--- config.mk ---
export PLATFORM = sky130hd
export DESIGN_NAME = tkc_ctrl
export DESIGN_NICKNAME = d
export VERILOG_FILES = /design/src/sv/tkc_pkg.sv /design/src/sv/tkc_ctrl.sv
export SDC_FILE = /design/constraint.sdc
export NUM_CORES = 1
export LEC_CHECK = 0
export ABC_AREA = 0
export BUFFER_PORTS_ARGS = -buffer_cell sky130_fd_sc_hd__buf_2
export CAP_MARGIN = 0
export CORE_MARGIN = 3
export CORE_UTILIZATION = 30
export CTS_CLUSTER_SIZE = 40
export DETAILED_ROUTE_END_ITERATION = 6
export GPL_TIMING_DRIVEN = 1
export PLACE_DENSITY_LB_ADDON = 0.1
export SLEW_MARGIN = 20
export SYNTH_ARGS = -nofsm -noshare
export SYNTH_HDL_FRONTEND = slang
export SYNTH_SLANG_ARGS = --single-unit
--- constraint.sdc ---
create_clock -name clk -period 1.5 [get_ports clk]
set_input_delay 0.3 -clock clk [delete_from_list [all_inputs] [get_ports clk]]
set_output_delay 0.3 -clock clk [all_outputs]
set_load 0.01 [all_outputs]
--- src/sv/tkc_pkg.sv ---
// Shared types and constants for the TTL keyed cache table.
package tkc_pkg;

    localparam int ENTRIES = 64;
    localparam int IDX_W = $clog2(ENTRIES);
    localparam int CNT_W = $clog2(ENTRIES + 1);

    localparam int KEY_W = 32;
    localparam int VAL_W = 32;
    localparam int TIME_W = 48;
    localparam int TTL_W = 32;
    localparam int CAP_W = 7;
    localparam int CFG_W = 32;
    localparam int USED_W = 7;
    localparam int STAT_W = 32;
    localparam int CMP_W = (CNT_W > CAP_W) ? CNT_W : CAP_W;
    localparam int WORD_W = TIME_W + VAL_W + KEY_W;

    localparam logic [CAP_W-1:0] CAP_RESET = CAP_W'(64);
    localparam logic [TTL_W-1:0] TTL_RESET = TTL_W'(60000);

    typedef enum logic [1:0] {
        OP_LOOKUP = 2'd0,
        OP_INSERT = 2'd1,
        OP_CLEAR  = 2'd2,
        OP_NOP    = 2'd3
    } op_t;

    typedef enum logic {
        CFG_CAPACITY = 1'b0,
        CFG_TTL      = 1'b1
    } cfg_index_t;

    typedef struct packed {
        logic             load;
        logic             rd_en;
        logic [IDX_W-1:0] rd_addr;
        logic             eval;
        logic             commit;
    } tkc_cmd_t;

    typedef struct packed {
        logic out_free;
    } tkc_status_t;

endpackage

--- src/sv/tkc_ctrl.sv ---
// Controller state machine that sequences the table scan for each input word.
module tkc_ctrl (
    input  logic                 clk,
    input  logic                 rst_n,
    input  logic                 in_valid,
    output logic                 in_stall,
    input  logic [1:0]           operation,
    input  tkc_pkg::tkc_status_t status,
    output tkc_pkg::tkc_cmd_t    cmd
);

    import tkc_pkg::*;

    typedef enum logic [2:0] {
        S_IDLE,
        S_SCAN,
        S_DRAIN,
        S_EVAL,
        S_FINISH
    } state_t;

    localparam logic [IDX_W-1:0] LAST_IDX = IDX_W'(ENTRIES - 1);

    state_t           state_reg, state_next;
    logic [IDX_W-1:0] cnt_reg, cnt_next;
    logic             accept;
    op_t              op_in;

    assign in_stall = (state_reg != S_IDLE);
    assign accept   = in_valid && !in_stall;
    assign op_in    = op_t'(operation);

    always_comb
    begin
        state_next  = state_reg;
        cnt_next    = cnt_reg;
        cmd.load    = 1'b0;
        cmd.rd_en   = 1'b0;
        cmd.rd_addr = cnt_reg;
        cmd.eval    = 1'b0;
        cmd.commit  = 1'b0;
        case (state_reg)
            S_IDLE:
            begin
                if (accept)
                begin
                    cmd.load = 1'b1;
                    cnt_next = '0;
                    if ((op_in == OP_LOOKUP) || (op_in == OP_INSERT))
                    begin
                        state_next = S_SCAN;
                    end
                    else
                    begin
                        state_next = S_FINISH;
                    end
                end
            end
            S_SCAN:
            begin
                cmd.rd_en = 1'b1;
                if (cnt_reg == LAST_IDX)
                begin
                    state_next = S_DRAIN;
                end
                else
                begin
                    cnt_next = cnt_reg + 1'b1;
                end
            end
            S_DRAIN:
            begin
                // The last entry read is compared in this cycle.
                state_next = S_EVAL;
            end
            S_EVAL:
            begin
                cmd.eval   = 1'b1;
                state_next = S_FINISH;
            end
            S_FINISH:
            begin
                if (status.out_free)
                begin
                    cmd.commit = 1'b1;
                    state_next = S_IDLE;
                end
            end
            default:
            begin
                state_next = S_IDLE;
            end
        endcase
    end

    always_ff @(posedge clk or negedge rst_n)
    begin
        if (!rst_n)
        begin
            state_reg <= S_IDLE;
            cnt_reg   <= '0;
        end
        else
        begin
            state_reg <= state_next;
            cnt_reg   <= cnt_next;
        end
    end

    // The scan walks the table one entry per cycle.
    a_scan_step: assert property (@(posedge clk) disable iff (!rst_n)
        (state_reg == S_SCAN && cnt_reg != LAST_IDX) |=>
        (state_reg == S_SCAN && cnt_reg == $past(cnt_reg) + 1'b1))
        else $error("scan skipped an entry");

    a_commit_from_finish: assert property (@(posedge clk) disable iff (!rst_n)
        cmd.commit |=> (state_reg == S_IDLE))
        else $error("commit did not return to idle");

    a_load_starts: assert property (@(posedge clk) disable iff (!rst_n)
        cmd.load |=> (state_reg == S_SCAN || state_reg == S_FINISH))
        else $error("accepted word did not start processing");

endmodule

==> impl_results.md <==
* Hold Startpoint: in_valid
* Pwr/cell area at ~1700 mW/mm²
* Multiplexer share of the synthesized area at 0%
* Routed via count at approximately 550
* Synth Area in Compound Gates at between 20% and 30%
* EDFF count, synth at 0
* Final Hold Fails at 0
* Endpoints failing setup at 10
* Fmax achieved at approximately 0.57 GHz
* Critical-path cell with the highest stage delay: dfrtp_1
* Post-DP HPWL at 962 µm
* Min Tclk post-route at ~1.7 ns
* Placer Congestion at 0.718
* Layout fillers at about 150
* Part of the power in combinational logic at between 60% and 70%
* Post-route DRC at 0
* Simple-gate share of the synthesized area at between 20% and 30%
* GR met3 Demand/Resource at about 7%
* Relative slew margins at 82.6%
* Worst hold slack at ~0.35 ns
* Crit end category: output port
* Crit path DAT at between 1 and 1.5 ns
* Antenna violations before repair at 0
* Startpoint type of the worst setup path: flop
* Port bufs at 15
* Crit Path Category: flop to output port
* Yosys Warn Count at 0
* Core area at 0.00156 mm²
* Die Ht at roughly 47 µm
* Share of cells above drive strength 1 at 50.5%
* Worst-margin pin slew at around 0.26 ns
* First-pass GRT wire length at roughly 2400 µm
* Synth Flop Type: dfrtp_1
* Max reg flops at 6
* H-tree depth at 1
* Busiest grt layer: met2
* Largest family of logic cells by synthesized area: simple AND/OR/NAND/NOR gates
* Area share of the largest cell type after synthesis at roughly 44%
* Int Power at roughly 900 µW
* Area Overhead vs Synth at 64.1%
* CTS Root Cell: clkbuf_4
* Status: complete, but fails checks
* Xor and xnor area share after synthesis at under 10%
* Mapped Area at ~510 µm²
* Synthesized flop and latch total at 9
* Switch share at a little over a third
* Net count, final at 99
* CTS Buf Count at 3
* Area leader, netlist: dfrtp_1
* Reg2reg start: state_reg[1]
* Cells along the critical path: or3_4 > or2_4 > clkinv_4 > buf_6
* Yosys cell types at 28
* CP peak stage delay at around 0.39 ns
* Adder-Cell Fraction of Synth Area at about 2.4%
* Max Cap Viol at 0
* Wire per inst at 13.8 µm
* Largest net degree at the start of global routing at 10
* Post-Synthesis Cells at 54
* Clk_skew at around 0.0055 ns
* GR Overflow Total at 0
* Row Count at 14
* Peak supply drop at 695 µV
* P_leak at 0.000436 µW
* Die width at between 40 and 50 µm
* Worst path bufs/invs at 2
* CTS tree: yes
* Synth area leaders: dfrtp_1 (44%), nand3_1 (3.9%), o21ai_0 (3.9%)
* Clock slew at reported path FFs at around 0.06 ns
* Initial Util at 32.8%
* Post-Syn Area per Cell at about 9.5 µm²
* Finished Core Util at roughly 54%
* Vias per cell at a little over 5
* DIE AREA at between 0.002 and 0.0025 mm²
* Clock group share of total power at between 10% and 20%
* Asr flop ratio synth at 100%
* Mapped Nets at 61
* RSZ-0062 raised after global routing: true
* Violated checks: negative setup slack
* Worst-Skew Late Latency at 0.27 ns
* Final ANT Viol Nets at 0
* Crit path max-delay family: simple AND/OR/NAND/NOR gates
* Crit path from: state_reg[0]
* Iteration-0 DRC Markers at 4
* Post-synthesis sequential area ratio at 44.0%
* Vias in the first global route at between 500 and 600
* Crit-path max FO at 3
* Total GRT Usage at between 10% and 20%
* Flop pwr share at around a quarter
* Post-route setup slack at -0.248 ns
* Final slew viol count at 0
* Met2 Use GR at 24.6%
* 1st-pass router iterations at 4
* I/O Pins at 17
* Net switching power at approximately 500 µW
* CTS max path bufs at 2
* Final Cycle Share at 117%
* GR Layer Usage met1 at roughly a fifth
* Worst min-delay path class: input port to flop
* Antenna Cells at 0
* Total wire length at about 1500 µm
* Total negative setup slack at -1.05 ns
* Clock sink total at 9
* WP data required at ~1.2 ns
## power groups by stage
stage	Sequential (µW)	Clock [µW]	Combinational [µW]
global route	345	231	966
CTS	335	205	834
floorplan	379	0	307
finish	339	195	878
global placement	336	0	628
detailed placement	339	0	622
## synthesized netlist by cell type, drive strengths merged (2+ instances only)
cell,instances
a21oi,4
and3,3
nor2,4
inv,4
nand2,2
nand4,2
xor2,2
dfrtp,9
o21ai,5
nand3,4
## cell families after synthesis
family | after synthesis
flops | 9
simple gates | 20
xor+xnor | 3
buf+inv | 5
fa+ha+maj | 1
compound gates | 16
## layout make-up
type	instances	area, µm²	area share (%)
repair buffers	33	249	29.7
multi-input cells	40	293	34.9
flip-flops and latches	9	225	26.8
well taps	16	20.0	2.38
inverters	5	26.3	3.13
clock buffers	4	26.3	3.13
## placed cells by master (no fill, tap or decap), types with 2 or more instances in the layout
master / synthesis / final
a21oi_1: 3 / 3
and3_1: 3 / 2
buf_2: 0 / 11
buf_4: 0 / 14
buf_6: 0 / 7
clkbuf_4: 0 / 3
dfrtp_1: 9 / 9
inv_1: 3 / 3
nand2_1: 2 / 2
nand3_1: 4 / 4
nand4_1: 2 / 2
nor2_1: 4 / 3
o21ai_1: 1 / 4
xor2_1: 2 / 2
## layer usage
| metal | vias up | routed length [µm] |
|---|---|---|
| met1 | 263 | 638 |
| met4 | 0 | 6 |
| met2 | 10 | 770 |
| met5 | - | 0 |
| li1 | 274 | - |
| met3 | 2 | 62 |
## through the flow
stage               total power (µW)  area, µm²  worst slack [ns]  instances
detailed placement               961        697           -0.0186         97
global route                    1540        840            -0.314        107
CTS                             1370        818            -0.254        107
finish                          1410        840            -0.248        107
floorplan                        687        512           -0.0109         54
global placement                 965        697           -0.0123         97
## what timing repair did
item	CTS	global route
gates resized for setup	10	8
endpoints found under the setup margin	5	12
hold endpoints to repair	9	0
pin swaps	4	4
buffers inserted	6	1
hold buffers	1	0
## path summary, 6_finish.rpt
path | end | slack [ns] | cells past startpoint
max in group asynchronous | cnt_reg[2] | 0.89 | 2
min reg2reg | state_reg[1] | 0.50 | 1
max reg2reg | cnt_reg[5] | -0.10 | 7
min | state_reg[2] | 0.35 | 2
min in group asynchronous | cnt_reg[5] | 0.41 | 2
max | cmd[9] | -0.25 | 4
No activity file was read; power rests on OpenSTA's default activity.
